## src/rtl/lfsm_pkg.sv

```systemverilog
// ----------------------------------------------------------------------------
// lfsm_pkg
// Shared types, codes and helpers for the latest-frame slot manager.
// ----------------------------------------------------------------------------
package lfsm_pkg;

    localparam int unsigned CNT_W    = 32;
    localparam int unsigned DIM_W    = 16;
    localparam int unsigned PITCH_W  = 17;
    localparam int unsigned OFFSET_W = 33;
    localparam int unsigned SEQ_W    = 32;

    typedef enum logic [1:0] {
        CMD_PUBLISH = 2'd0,
        CMD_TAKE    = 2'd1,
        CMD_RELEASE = 2'd2
    } cmd_t;

    typedef enum logic [1:0] {
        SLOT_FREE      = 2'd0,
        SLOT_READY     = 2'd1,
        SLOT_DISPLAYED = 2'd2
    } slot_state_t;

    typedef enum logic [3:0] {
        STS_PUBLISHED    = 4'd0,
        STS_REPLACED     = 4'd1,
        STS_TAKEN        = 4'd2,
        STS_RELEASED     = 4'd3,
        STS_UNCONFIGURED = 4'd4,
        STS_NO_SOURCE    = 4'd5,
        STS_PITCH_NARROW = 4'd6,
        STS_DROPPED      = 4'd7,
        STS_NONE_READY   = 4'd8
    } status_t;

    typedef enum logic [2:0] {
        ST_IDLE,
        ST_SCAN,
        ST_EXEC,
        ST_MUL,
        ST_FINISH
    } fsm_state_t;

    localparam logic [0:0] REG_FRAME_WIDTH  = 1'b0;
    localparam logic [0:0] REG_FRAME_HEIGHT = 1'b1;

    function automatic logic [CNT_W-1:0] sat_inc(input logic [CNT_W-1:0] v);
        sat_inc = (v == {CNT_W{1'b1}}) ? v : v + 1'b1;
    endfunction

endpackage

```

## src/rtl/lfsm_offset_unit.sv

```systemverilog
// ----------------------------------------------------------------------------
// lfsm_offset_unit
// Two-stage slot offset multiplier: slot * pitch, then times height.
// ----------------------------------------------------------------------------
module lfsm_offset_unit #(
    parameter int unsigned IDX_W = 2
) (
    input  logic                               aclk,
    input  logic                               aresetn,
    input  logic                               start,
    input  logic [IDX_W-1:0]                   slot,
    input  logic [lfsm_pkg::PITCH_W-1:0]       pitch,
    input  logic [lfsm_pkg::DIM_W-1:0]         height,
    output logic                               done,
    output logic [lfsm_pkg::OFFSET_W-1:0]      offset
);

    localparam int unsigned P1_W = IDX_W + lfsm_pkg::PITCH_W;
    localparam int unsigned P2_W = P1_W + lfsm_pkg::DIM_W;

    logic                          stage1_valid_reg;
    logic                          stage2_valid_reg;
    logic [P1_W-1:0]               prod1_reg;
    logic [lfsm_pkg::DIM_W-1:0]    height_reg;
    logic [P2_W-1:0]               prod2;
    logic [lfsm_pkg::OFFSET_W-1:0] offset_reg;

    assign prod2 = P2_W'(prod1_reg) * P2_W'(height_reg);

    always_ff @(posedge aclk) begin
        if (!aresetn) begin
            stage1_valid_reg <= 1'b0;
            stage2_valid_reg <= 1'b0;
        end else begin
            stage1_valid_reg <= start;
            stage2_valid_reg <= stage1_valid_reg;
        end
    end

    always_ff @(posedge aclk) begin
        if (start) begin
            prod1_reg  <= P1_W'(slot) * P1_W'(pitch);
            height_reg <= height;
        end
        if (stage1_valid_reg) begin
            offset_reg <= prod2[lfsm_pkg::OFFSET_W-1:0];
        end
    end

    assign done   = stage2_valid_reg;
    assign offset = offset_reg;

endmodule

```

## src/rtl/latest_frame_slot_manager.sv

```systemverilog
// ----------------------------------------------------------------------------
// latest_frame_slot_manager
// Triple-buffer style bookkeeping: publish, take newest, release displayed.
// ----------------------------------------------------------------------------
// Accepted requests go ST_SCAN, ST_EXEC, ST_MUL (offset multiply, only when a
// slot is returned), ST_FINISH. One slot is compared per cycle by a shared
// sequence comparator; a new request is accepted only back in ST_IDLE.
// Reset (aresetn low, synchronous): all slots free, sequence and counters
// zero, frame width and height zero (unconfigured). A register write also
// frees all slots and clears the sequence and counters.
// ----------------------------------------------------------------------------
module latest_frame_slot_manager #(
    parameter int unsigned SLOT_COUNT = 3
) (
    input  logic         aclk,
    input  logic         aresetn,
    // config write port
    input  logic         cfg_wr_en,
    input  logic [0:0]   cfg_index,
    input  logic [15:0]  cfg_wdata,
    // input stream
    input  logic         s_tvalid,
    output logic         s_tready,
    input  logic [23:0]  s_tdata,   // source_present[0], source_pitch[16:1], zero pad
    input  logic [1:0]   s_tuser,   // cmd[1:0]
    // result stream
    output logic         m_tvalid,
    input  logic         m_tready,
    // slot_index[1:0], slot_offset[34:2], row_pitch[51:35], ready_slots[53:52],
    // displayed_slots[55:54], published_total[87:56], replaced_total[119:88],
    // dropped_total[151:120], refused_total[183:152], leased_total[215:184]
    output logic [215:0] m_tdata,
    output logic [3:0]   m_tuser    // status[3:0]
);

    localparam int unsigned IDX_W = $clog2(SLOT_COUNT);
    localparam int unsigned NUM_W = $clog2(SLOT_COUNT + 1);
    localparam logic [IDX_W-1:0] LAST_IDX = IDX_W'(SLOT_COUNT - 1);

    // configuration
    logic [lfsm_pkg::DIM_W-1:0]   frame_width_reg;
    logic [lfsm_pkg::DIM_W-1:0]   frame_height_reg;
    logic                         configured;
    logic [lfsm_pkg::PITCH_W-1:0] pitch;

    // slot pool
    lfsm_pkg::slot_state_t        slot_status_reg [SLOT_COUNT];
    logic [lfsm_pkg::SEQ_W-1:0]   slot_seq_reg    [SLOT_COUNT];
    logic [lfsm_pkg::SEQ_W-1:0]   last_seq_reg;
    logic [lfsm_pkg::CNT_W-1:0]   cnt_published_reg;
    logic [lfsm_pkg::CNT_W-1:0]   cnt_replaced_reg;
    logic [lfsm_pkg::CNT_W-1:0]   cnt_dropped_reg;
    logic [lfsm_pkg::CNT_W-1:0]   cnt_refused_reg;
    logic [lfsm_pkg::CNT_W-1:0]   cnt_leased_reg;

    // current transaction
    lfsm_pkg::fsm_state_t         state_reg;
    lfsm_pkg::fsm_state_t         state_next;
    lfsm_pkg::cmd_t               cmd_reg;
    logic                         present_reg;
    logic [lfsm_pkg::DIM_W-1:0]   src_pitch_reg;
    logic [IDX_W-1:0]             idx_reg;
    logic                         free_found_reg;
    logic [IDX_W-1:0]             free_idx_reg;
    logic                         best_valid_reg;
    logic [IDX_W-1:0]             best_idx_reg;
    logic [lfsm_pkg::SEQ_W-1:0]   best_seq_reg;
    logic [NUM_W-1:0]             ready_num_reg;
    logic [NUM_W-1:0]             disp_num_reg;
    lfsm_pkg::status_t            res_status_reg;
    logic [IDX_W-1:0]             res_slot_reg;
    logic [lfsm_pkg::OFFSET_W-1:0] res_offset_reg;

    // result register
    logic                          m_valid_reg;
    lfsm_pkg::status_t             out_status_reg;
    logic [1:0]                    out_slot_reg;
    logic [lfsm_pkg::OFFSET_W-1:0] out_offset_reg;
    logic [lfsm_pkg::PITCH_W-1:0]  out_pitch_reg;
    logic [1:0]                    out_ready_reg;
    logic [1:0]                    out_disp_reg;
    logic [lfsm_pkg::CNT_W-1:0]    out_published_reg;
    logic [lfsm_pkg::CNT_W-1:0]    out_replaced_reg;
    logic [lfsm_pkg::CNT_W-1:0]    out_dropped_reg;
    logic [lfsm_pkg::CNT_W-1:0]    out_refused_reg;
    logic [lfsm_pkg::CNT_W-1:0]    out_leased_reg;

    // shared comparator and scan view
    lfsm_pkg::slot_state_t        cur_status;
    logic [lfsm_pkg::SEQ_W-1:0]   cur_seq;
    logic [lfsm_pkg::SEQ_W-1:0]   cmp_a;
    logic [lfsm_pkg::SEQ_W-1:0]   cmp_b;
    logic                         cmp_lt;
    logic                         take_best;

    // exec decisions
    lfsm_pkg::status_t            exec_status;
    logic [IDX_W-1:0]             exec_slot;
    logic                         exec_has_slot;
    logic [lfsm_pkg::SEQ_W-1:0]   next_seq;

    // control
    logic                         in_fire;
    logic                         out_load;
    logic                         mul_start;
    logic                         mul_done;
    logic [lfsm_pkg::OFFSET_W-1:0] mul_offset;

    assign configured = (frame_width_reg != '0) && (frame_height_reg != '0);
    assign pitch = configured ?
        ((lfsm_pkg::PITCH_W'(frame_width_reg) + lfsm_pkg::PITCH_W'(3)) &
         ~lfsm_pkg::PITCH_W'(3)) : '0;

    assign cur_status = slot_status_reg[idx_reg];
    assign cur_seq    = slot_seq_reg[idx_reg];

    // publish looks for the oldest ready tag, take for the newest
    always_comb begin
        if (cmd_reg == lfsm_pkg::CMD_PUBLISH) begin
            cmp_a = cur_seq;
            cmp_b = best_seq_reg;
        end else begin
            cmp_a = best_seq_reg;
            cmp_b = cur_seq;
        end
    end
    assign cmp_lt    = cmp_a < cmp_b;
    assign take_best = (cur_status == lfsm_pkg::SLOT_READY) && (!best_valid_reg || cmp_lt);

    assign next_seq = lfsm_pkg::sat_inc(last_seq_reg);

    always_comb begin
        exec_status   = lfsm_pkg::STS_RELEASED;
        exec_slot     = best_idx_reg;
        exec_has_slot = 1'b0;
        case (cmd_reg)
            lfsm_pkg::CMD_PUBLISH: begin
                if (!configured) begin
                    exec_status = lfsm_pkg::STS_UNCONFIGURED;
                end else if (!present_reg) begin
                    exec_status = lfsm_pkg::STS_NO_SOURCE;
                end else if (src_pitch_reg < frame_width_reg) begin
                    exec_status = lfsm_pkg::STS_PITCH_NARROW;
                end else if (free_found_reg) begin
                    exec_status   = lfsm_pkg::STS_PUBLISHED;
                    exec_slot     = free_idx_reg;
                    exec_has_slot = 1'b1;
                end else if (best_valid_reg) begin
                    exec_status   = lfsm_pkg::STS_REPLACED;
                    exec_has_slot = 1'b1;
                end else begin
                    exec_status = lfsm_pkg::STS_DROPPED;
                end
            end
            lfsm_pkg::CMD_TAKE: begin
                if (!configured) begin
                    exec_status = lfsm_pkg::STS_UNCONFIGURED;
                end else if (!best_valid_reg) begin
                    exec_status = lfsm_pkg::STS_NONE_READY;
                end else begin
                    exec_status   = lfsm_pkg::STS_TAKEN;
                    exec_has_slot = 1'b1;
                end
            end
            default: begin
                exec_status = lfsm_pkg::STS_RELEASED;
            end
        endcase
    end

    // next state
    always_comb begin
        state_next = state_reg;
        case (state_reg)
            lfsm_pkg::ST_IDLE: begin
                if (s_tvalid) begin
                    state_next = lfsm_pkg::ST_SCAN;
                end
            end
            lfsm_pkg::ST_SCAN: begin
                if (idx_reg == LAST_IDX) begin
                    state_next = lfsm_pkg::ST_EXEC;
                end
            end
            lfsm_pkg::ST_EXEC: begin
                state_next = exec_has_slot ? lfsm_pkg::ST_MUL : lfsm_pkg::ST_FINISH;
            end
            lfsm_pkg::ST_MUL: begin
                if (mul_done) begin
                    state_next = lfsm_pkg::ST_FINISH;
                end
            end
            lfsm_pkg::ST_FINISH: begin
                if (!m_valid_reg || m_tready) begin
                    state_next = lfsm_pkg::ST_IDLE;
                end
            end
            default: begin
                state_next = lfsm_pkg::ST_IDLE;
            end
        endcase
    end

    // control outputs
    always_comb begin
        s_tready  = 1'b0;
        mul_start = 1'b0;
        out_load  = 1'b0;
        case (state_reg)
            lfsm_pkg::ST_IDLE:   s_tready  = 1'b1;
            lfsm_pkg::ST_EXEC:   mul_start = exec_has_slot;
            lfsm_pkg::ST_FINISH: out_load  = !m_valid_reg || m_tready;
            default: begin
                s_tready  = 1'b0;
                mul_start = 1'b0;
                out_load  = 1'b0;
            end
        endcase
    end

    assign in_fire = s_tvalid && s_tready;

    lfsm_offset_unit #(
        .IDX_W (IDX_W)
    ) u_offset (
        .aclk    (aclk),
        .aresetn (aresetn),
        .start   (mul_start),
        .slot    (exec_slot),
        .pitch   (pitch),
        .height  (frame_height_reg),
        .done    (mul_done),
        .offset  (mul_offset)
    );

    always_ff @(posedge aclk) begin
        if (!aresetn) begin
            state_reg <= lfsm_pkg::ST_IDLE;
        end else begin
            state_reg <= state_next;
        end
    end

    // configuration, pool and counters
    always_ff @(posedge aclk) begin
        if (!aresetn) begin
            frame_width_reg   <= '0;
            frame_height_reg  <= '0;
            last_seq_reg      <= '0;
            cnt_published_reg <= '0;
            cnt_replaced_reg  <= '0;
            cnt_dropped_reg   <= '0;
            cnt_refused_reg   <= '0;
            cnt_leased_reg    <= '0;
            for (int i = 0; i < SLOT_COUNT; i++) begin
                slot_status_reg[i] <= lfsm_pkg::SLOT_FREE;
            end
        end else if (cfg_wr_en) begin
            if (cfg_index == lfsm_pkg::REG_FRAME_WIDTH) begin
                frame_width_reg <= cfg_wdata;
            end else begin
                frame_height_reg <= cfg_wdata;
            end
            last_seq_reg      <= '0;
            cnt_published_reg <= '0;
            cnt_replaced_reg  <= '0;
            cnt_dropped_reg   <= '0;
            cnt_refused_reg   <= '0;
            cnt_leased_reg    <= '0;
            for (int i = 0; i < SLOT_COUNT; i++) begin
                slot_status_reg[i] <= lfsm_pkg::SLOT_FREE;
            end
        end else if (state_reg == lfsm_pkg::ST_EXEC) begin
            case (exec_status)
                lfsm_pkg::STS_PUBLISHED, lfsm_pkg::STS_REPLACED: begin
                    last_seq_reg               <= next_seq;
                    slot_seq_reg[exec_slot]    <= next_seq;
                    slot_status_reg[exec_slot] <= lfsm_pkg::SLOT_READY;
                    cnt_published_reg <= lfsm_pkg::sat_inc(cnt_published_reg);
                    if (exec_status == lfsm_pkg::STS_REPLACED) begin
                        cnt_replaced_reg <= lfsm_pkg::sat_inc(cnt_replaced_reg);
                    end
                end
                lfsm_pkg::STS_TAKEN: begin
                    slot_status_reg[exec_slot] <= lfsm_pkg::SLOT_DISPLAYED;
                    cnt_leased_reg <= lfsm_pkg::sat_inc(cnt_leased_reg);
                end
                lfsm_pkg::STS_RELEASED: begin
                    for (int i = 0; i < SLOT_COUNT; i++) begin
                        if (slot_status_reg[i] == lfsm_pkg::SLOT_DISPLAYED) begin
                            slot_status_reg[i] <= lfsm_pkg::SLOT_FREE;
                        end
                    end
                end
                lfsm_pkg::STS_DROPPED: begin
                    cnt_dropped_reg <= lfsm_pkg::sat_inc(cnt_dropped_reg);
                end
                default: begin
                    cnt_refused_reg <= lfsm_pkg::sat_inc(cnt_refused_reg);
                end
            endcase
        end
    end

    // transaction datapath
    always_ff @(posedge aclk) begin
        case (state_reg)
            lfsm_pkg::ST_IDLE: begin
                if (in_fire) begin
                    cmd_reg        <= lfsm_pkg::cmd_t'(s_tuser[1:0]);
                    present_reg    <= s_tdata[0];
                    src_pitch_reg  <= s_tdata[16:1];
                    idx_reg        <= '0;
                    free_found_reg <= 1'b0;
                    free_idx_reg   <= '0;
                    best_valid_reg <= 1'b0;
                    best_idx_reg   <= '0;
                    best_seq_reg   <= '0;
                    ready_num_reg  <= '0;
                    disp_num_reg   <= '0;
                end
            end
            lfsm_pkg::ST_SCAN: begin
                idx_reg <= idx_reg + 1'b1;
                if (cur_status == lfsm_pkg::SLOT_READY) begin
                    ready_num_reg <= ready_num_reg + 1'b1;
                end
                if (cur_status == lfsm_pkg::SLOT_DISPLAYED) begin
                    disp_num_reg <= disp_num_reg + 1'b1;
                end
                if (cur_status == lfsm_pkg::SLOT_FREE && !free_found_reg) begin
                    free_found_reg <= 1'b1;
                    free_idx_reg   <= idx_reg;
                end
                if (take_best) begin
                    best_valid_reg <= 1'b1;
                    best_idx_reg   <= idx_reg;
                    best_seq_reg   <= cur_seq;
                end
            end
            lfsm_pkg::ST_EXEC: begin
                res_status_reg <= exec_status;
                res_slot_reg   <= exec_has_slot ? exec_slot : '0;
                res_offset_reg <= '0;
                case (exec_status)
                    lfsm_pkg::STS_PUBLISHED: ready_num_reg <= ready_num_reg + 1'b1;
                    lfsm_pkg::STS_TAKEN: begin
                        ready_num_reg <= ready_num_reg - 1'b1;
                        disp_num_reg  <= disp_num_reg + 1'b1;
                    end
                    lfsm_pkg::STS_RELEASED: disp_num_reg <= '0;
                    default: begin
                        ready_num_reg <= ready_num_reg;
                    end
                endcase
            end
            lfsm_pkg::ST_MUL: begin
                if (mul_done) begin
                    res_offset_reg <= mul_offset;
                end
            end
            default: begin
                idx_reg <= idx_reg;
            end
        endcase
    end

    // result register
    always_ff @(posedge aclk) begin
        if (!aresetn) begin
            m_valid_reg <= 1'b0;
        end else if (out_load) begin
            m_valid_reg <= 1'b1;
        end else if (m_tready) begin
            m_valid_reg <= 1'b0;
        end
    end

    always_ff @(posedge aclk) begin
        if (out_load) begin
            out_status_reg    <= res_status_reg;
            out_slot_reg      <= 2'(res_slot_reg);
            out_offset_reg    <= res_offset_reg;
            out_pitch_reg     <= pitch;
            out_ready_reg     <= 2'(ready_num_reg);
            out_disp_reg      <= 2'(disp_num_reg);
            out_published_reg <= cnt_published_reg;
            out_replaced_reg  <= cnt_replaced_reg;
            out_dropped_reg   <= cnt_dropped_reg;
            out_refused_reg   <= cnt_refused_reg;
            out_leased_reg    <= cnt_leased_reg;
        end
    end

    assign m_tvalid = m_valid_reg;
    assign m_tuser  = out_status_reg;
    assign m_tdata  = {out_leased_reg, out_refused_reg, out_dropped_reg, out_replaced_reg,
                       out_published_reg, out_disp_reg, out_ready_reg, out_pitch_reg,
                       out_offset_reg, out_slot_reg};

endmodule
```

## config.mk

```make
export PLATFORM = sky130hd
export DESIGN_NAME = latest_frame_slot_manager
export DESIGN_NICKNAME = d
export VERILOG_FILES = /design/src/rtl/lfsm_pkg.sv /design/src/rtl/lfsm_offset_unit.sv /design/src/rtl/latest_frame_slot_manager.sv
export SDC_FILE = /design/constraint.sdc
export NUM_CORES = 2
export LEC_CHECK = 0
export ABC_AREA = 0
export BUFFER_PORTS_ARGS = -buffer_cell sky130_fd_sc_hd__buf_2
export CORE_UTILIZATION = 25
export CTS_CLUSTER_DIAMETER = 60
export CTS_CLUSTER_SIZE = 28
export DETAILED_ROUTE_END_ITERATION = 10
export SYNTH_ARGS = -nofsm -noshare
export SYNTH_HDL_FRONTEND = slang
export SYNTH_SLANG_ARGS = --single-unit
```

## constraint.sdc

```tcl
create_clock -name aclk -period 10.5 [get_ports aclk]
set_input_delay 0 -clock aclk [delete_from_list [all_inputs] [get_ports aclk]]
set_output_delay 0 -clock aclk [all_outputs]
set_load 0.005 [all_outputs]
```

## Word-level counts from Yosys, hierarchy flattened

Memories as Yosys holds them, arrays and structs flattened. A register that Yosys moved wholly into a read port is not among the register bits.
Index checks and enable logic that the tools add are counted.

- Flip-flop bits (word level): 620
- Bits in writable memories: 102
- Output and inout bits: 222
- Memories: 2

- Add/subtract/negate cells: 11
- Multiply operators: 2
- Magnitude comparators: 2
- Eq/ne operators: 32
- Mux-type cells: 101
- Bitwise gates (word level): 15
- Reduce and logical (&&, ||, !) cells: 39

Memories:

| name | depth | width | rd ports | clocked after memory_dff | write ports | line | text |
|---|---|---|---|---|---|---|---|
| slot_seq_reg | 3 | 32 | 1 | 1 | 1 | latest_frame_slot_manager.sv:48 | `logic [lfsm_pkg::SEQ_W-1:0] slot_seq_reg [SLOT_COUNT];` |
| slot_status_reg | 3 | 2 | 4 | 1 | 3 | latest_frame_slot_manager.sv:47 | `lfsm_pkg::slot_state_t slot_status_reg [SLOT_COUNT];` |

Operator list:

| kind | number |
|---|---|
| $add 32x1->32 const B | 6 |
| $eq 32x32->1 const B | 6 |
| $mux 32 | 5 |
| $pmux 33 s2 | 1 |
| $pmux 32 s2 | 1 |
| $mux 1 | 47 |
| $mux 2 | 21 |
| $mul 19x16->33 | 1 |
| $mux 33 | 1 |
| $lt 32x32->1 | 1 |
| $reduce_bool 16->1 | 2 |
| $mux 3 | 10 |
| $pmux 2 s2 | 5 |
| $mul 2x17->19 | 1 |
| $reduce_and 3->1 | 6 |
| $add 16x2->17 const B | 1 |
| $mux 17 | 1 |
| $lt 16x16->1 | 1 |
| $ne 2x2->1 const B | 8 |
| $reduce_and 4->1 | 4 |
| $pmux 3 s5 | 1 |
| $pmux 2 s3 | 2 |
| $reduce_and 2->1 | 6 |
| $eq 2x2->1 const B | 5 |
| 26 further kinds | 59 |

## Longest topological paths before layout

- Depth in word-level cells: 16
- Gate-level depth with buffers: 24
- Gate-level depth less buffers: 22

## Modules after synthesis

A second synthesis with hierarchy kept.

- Cell total of the unflattened synthesis: 3895
- Area total of the unflattened synthesis: 41288.3 um^2

Modules (own cells, without submodules):

| module | times used | cells each | area each (um^2) | seq. area each (um^2) |
|---|---|---|---|---|
| latest_frame_slot_manager | 1 | 2528 | 28388.5 | 17336.6 |
| lfsm_offset_unit | 1 | 1367 | 12899.9 | 2082.0 |

## Least setup slack after synthesis

No wires, ideal clock.

- Path kind: reg2reg
- Start point: reg state_reg[1]
- End point: reg out_status_reg[0] (netlist: m_tuser[0]) (enable)
- Arrival time: 9.601 ns
- Slack: 0.104 ns
- Stages on the path, launching flop included: 5
- Buffers on the path: 1
- Clock period less this slack: 10.396 ns
- Cell sequence: dfxtp_1 > buf_2 > nor2_1 > nand2_1 > nor2_1

- Word-level cells in the longest chain between the ends: 2

Ends and longest elaborated chain:

| item | line | text |
|---|---|---|
| from (decl) | latest_frame_slot_manager.sv:57 | `lfsm_pkg::fsm_state_t state_reg;` |
| from (signal assigned) | latest_frame_slot_manager.sv:238 | `state_reg <= lfsm_pkg::ST_IDLE;` |
| from (signal assigned) | latest_frame_slot_manager.sv:240 | `state_reg <= state_next;` |
| $eq 3x3->1 | latest_frame_slot_manager.sv:209 | `case (state_reg)` |
| $mux 1 | latest_frame_slot_manager.sv:209 |  |
| named net out_load | latest_frame_slot_manager.sv:104 | `logic out_load;` |
| to (signal assigned) | latest_frame_slot_manager.sv:381 | `out_status_reg <= res_status_reg;` |
| to (decl) | latest_frame_slot_manager.sv:76 | `lfsm_pkg::status_t out_status_reg;` |

The timed path passes the listed nets, and every way through them passes these cells.
A chain may end at the register's enable or synchronous reset.

## Worst setup path in the final report

- Start point: reg u_offset.height_reg[6] in the netlist's numbering
- End point: reg u_offset.offset_reg, in the netlist u_offset.offset[31], data pin

- Word-level cells in the longest chain between the ends: 1

Ends and longest elaborated chain:

| item | line | text |
|---|---|---|
| from (decl) | lfsm_offset_unit.sv:24 | `logic [lfsm_pkg::DIM_W-1:0] height_reg;` |
| from (signal assigned) | lfsm_offset_unit.sv:43 | `height_reg <= height;` |
| $mul 19x16->33 | lfsm_offset_unit.sv:28 | `assign prod2 = P2_W'(prod1_reg) * P2_W'(height_reg);` |
| named net u_offset.prod2[31] | lfsm_offset_unit.sv:25 | `logic [P2_W-1:0] prod2;` |
| to (signal assigned) | lfsm_offset_unit.sv:46 | `offset_reg <= prod2[lfsm_pkg::OFFSET_W-1:0];` |
| to (decl) | lfsm_offset_unit.sv:26 | `logic [lfsm_pkg::OFFSET_W-1:0] offset_reg;` |

The timed path passes the listed nets, and every way through them passes these cells.

==> qor.yml <==
nFillCells: 16190
core_sq_mm: 0.1568
cts_buffers: 70
wirelength_um: 102500
root_buffer: "clkbuf_16"
rows: 145
synth_edf_count: 484
instances_no_fill: 6033
cts.repair.resized: 0
synth_seq_cells: 716
dpl.cell_count: 5858
crit_path_max_fanout: 17
clk-insertion-delay-late_ns: 0.68
layout.cells.most_common: "edfxtp_1"
slowest_delay_ns: 0.71
status: "finished clean"
drt-initial-drc-count: 1689
gr-total-overflow: 0
cpMaxStageDelayCell: "edfxtp_1"
fin_ws_ns: 3.488
r2r_setup_slack_ns: 3.49
yosys_warnings: 0
post_cts_buffers: 0
place_hpwl_um: 73460
syn_inst: 3678
dieArea_sq_mm: 0.1599
gp_congestion: 0.8723
rsz0062_at_grt: "no"
ys_types: 78
register_area_sq_mm: 0.01918
synth.top_cell.area_share: 0.3672
fin_nets: 4331
crit_start: "u_offset.height_reg[6]"
arrival_ns: 7.42
crit_end: "u_offset.offset[31]"
port_buffers: 258
first_pass_iters: 6
power_density_mw_per_mm2: 172.8
timing.hold.ws_ns: 0.09651
io_pins: 270
p_total_mw: 7.978
clkSlewWorstSetupHoldPaths_ns: 0.09
synth_flop_cell: "edfxtp_1"
final.min_clock_period_ns: 7.012
start_util: 0.2525
clk_path_buf_depth: 3
critPathMostFrequentCell: "fa_1"
maxCapViolCount: 0
finalClockSkew_ns: 0.04350
ys_seq_area_frac: 0.4845
syn2layout_area_growth_pct: 16.64
synth_area_sq_mm: 0.03958
p_leak_nw: 17.64
placed_cell_area_sq_mm: 0.04310
antenna_found_initial: 8
drv_slew: 0
grt.total_usage: 0.1277
die_y_um: 399.9
hold_violations: 0
relSlewSlack: 0.1688
utilization: 0.2945
synthArstFlopShare: 0
clock-sinks: 716
synthTopCellsByArea: "edfxtp_1 (37%), dfxtp_1 (12%), fa_1 (11%), ha_1 (5.1%), nand2_1 (4.1%)"
largest_reg_flops: 96
worst_pin_slew_ns: 1.247
r2r_cells: 20
dp_slack_ns: 3.543
cts_tree: "built"
r2r_end: "u_offset.offset[31]"
tns_ns: 0
synth_top_area_cell: "edfxtp_1"
path_class: "flop to flop"
viasPerCell: 4.619
cp-end-kind: "flop"
fp.dieW_um: 399.9
path_cells: "and2_1, fa_1, inv_1, fa_1, fa_1, inv_1, fa_1, fa_1, inv_1, fa_1, inv_1, ha_1, o21ai_0, a2111oi_0, nand3b_1, a211oi_1, nor3_1, o41ai_1, a21oi_1, xnor2_1"
wl_per_cell_um: 16.99
grt_pass1_vias: 27480
setup_viol: 0
drive_gt1_frac: 0.1189
via_count: 27870
ir_drop_uv: 119.9
postRouteAntennaNets: 0
worstSetupStartpointType: "flop"
fmax_mhz: 142.6
timing.rr.start: "u_offset.height_reg[6]"
h-tree-depth: 3
synth.avg_cell_area_sq_um: 10.76
fin_area_sq_mm: 0.04617
multiInputGateArea_sq_mm: 0.01852
min_period_over_period: 0.6678
grt_pass1_wl_um: 158800
post-route-drc-count: 0
grt_max_degree: 80
hold_path.class: "input pin to flop"
worstPathRequired_ns: 10.90
layout_common_cells: "edfxtp_1 (484), nand2_1 (433), inv_1 (334)"
-- worst max-delay path, delay by kind of cell (launching register included) --
family / cells / cell delay [ns]
buffers and inverters: 4 / 0.23
AOI/OAI and AO/OA: 5 / 1.52
xor gates and xnor gates: 1 / 0.13
DFF: 1 / 0.71
adders and majority gates: 7 / 3.50
and+or+nand+nor: 3 / 0.65
-- synth_stat cells, drive strengths merged (55+ instances only) --
master  number
clkbuf     149
mux2i       97
and2       181
nand2b      74
ha         161
or4         55
inv        335
nor4        75
xnor2       96
dfxtp      232
nor2       252
edfxtp     484
fa         208
o21ai       75
a21oi      159
nand2      433
nand3       86
-- kinds of logic (layout without fill, tap and decap cells) --
kind of cell,count (synthesis),count (layout),synth area share
other,1,8,0.00009474
adder cells (fa/ha/maj),369,369,0.1561
flip-flops,716,716,0.4845
multiplexers,99,99,0.02567
AND/OR/NAND/NOR,1398,1398,0.1791
AO/OA/AOI/OAI,447,447,0.07447
XOR/XNOR,137,137,0.03031
buffers and inverters,511,801,0.04975
-- power breakdown --
group	internal, mW	leakage (nW)	switching [mW]
sequential	3.24	6.52	0.0984
clock	1.46	1.27	1.36
combinational	0.670	9.85	1.15
-- layer usage --
metal	wire length, um	vias to the layer above	part of all wire	track usage
met5	38	-	0.00037	0
met4	1843	6	0.018	0.03164
met3	7467	138	0.073	0.03279
met2	48420	699	0.47	0.2127
met1	44740	13780	0.44	0.1641
li1	-	13240	-	-
-- layout make-up --
cell class | count | share of cell area
clock buffers | 74 | 0.04011
inverters | 335 | 0.02724
clock inverters | 55 | 0.01705
flip-flops and latches | 716 | 0.4154
well taps | 2058 | 0.05577
diodes | 4 | 0.0002168
multi-input cells | 2454 | 0.4011
repair buffers | 337 | 0.04309
-- repair_timing --
item                                    in CTS  in global routing
endpoints found under the hold margin       60                  0
endpoints found under the setup margin       0                  0
hold buffers                                42                  0
-- worst min path at each step --
stage | start | end | cells after the start
finish | s_tdata[3] | src_pitch_reg[2] | 2
global route | s_tuser[0] | cmd_reg[0] | 2
CTS | s_tuser[1] | cmd_reg[1] | 2
detailed placement | s_tdata[13] | src_pitch_reg[12] | 1
global placement | s_tdata[12] | src_pitch_reg[11] | 1
floorplan | s_tuser[0] | cmd_reg[0] | 0
(Power assumes the default switching activity.)
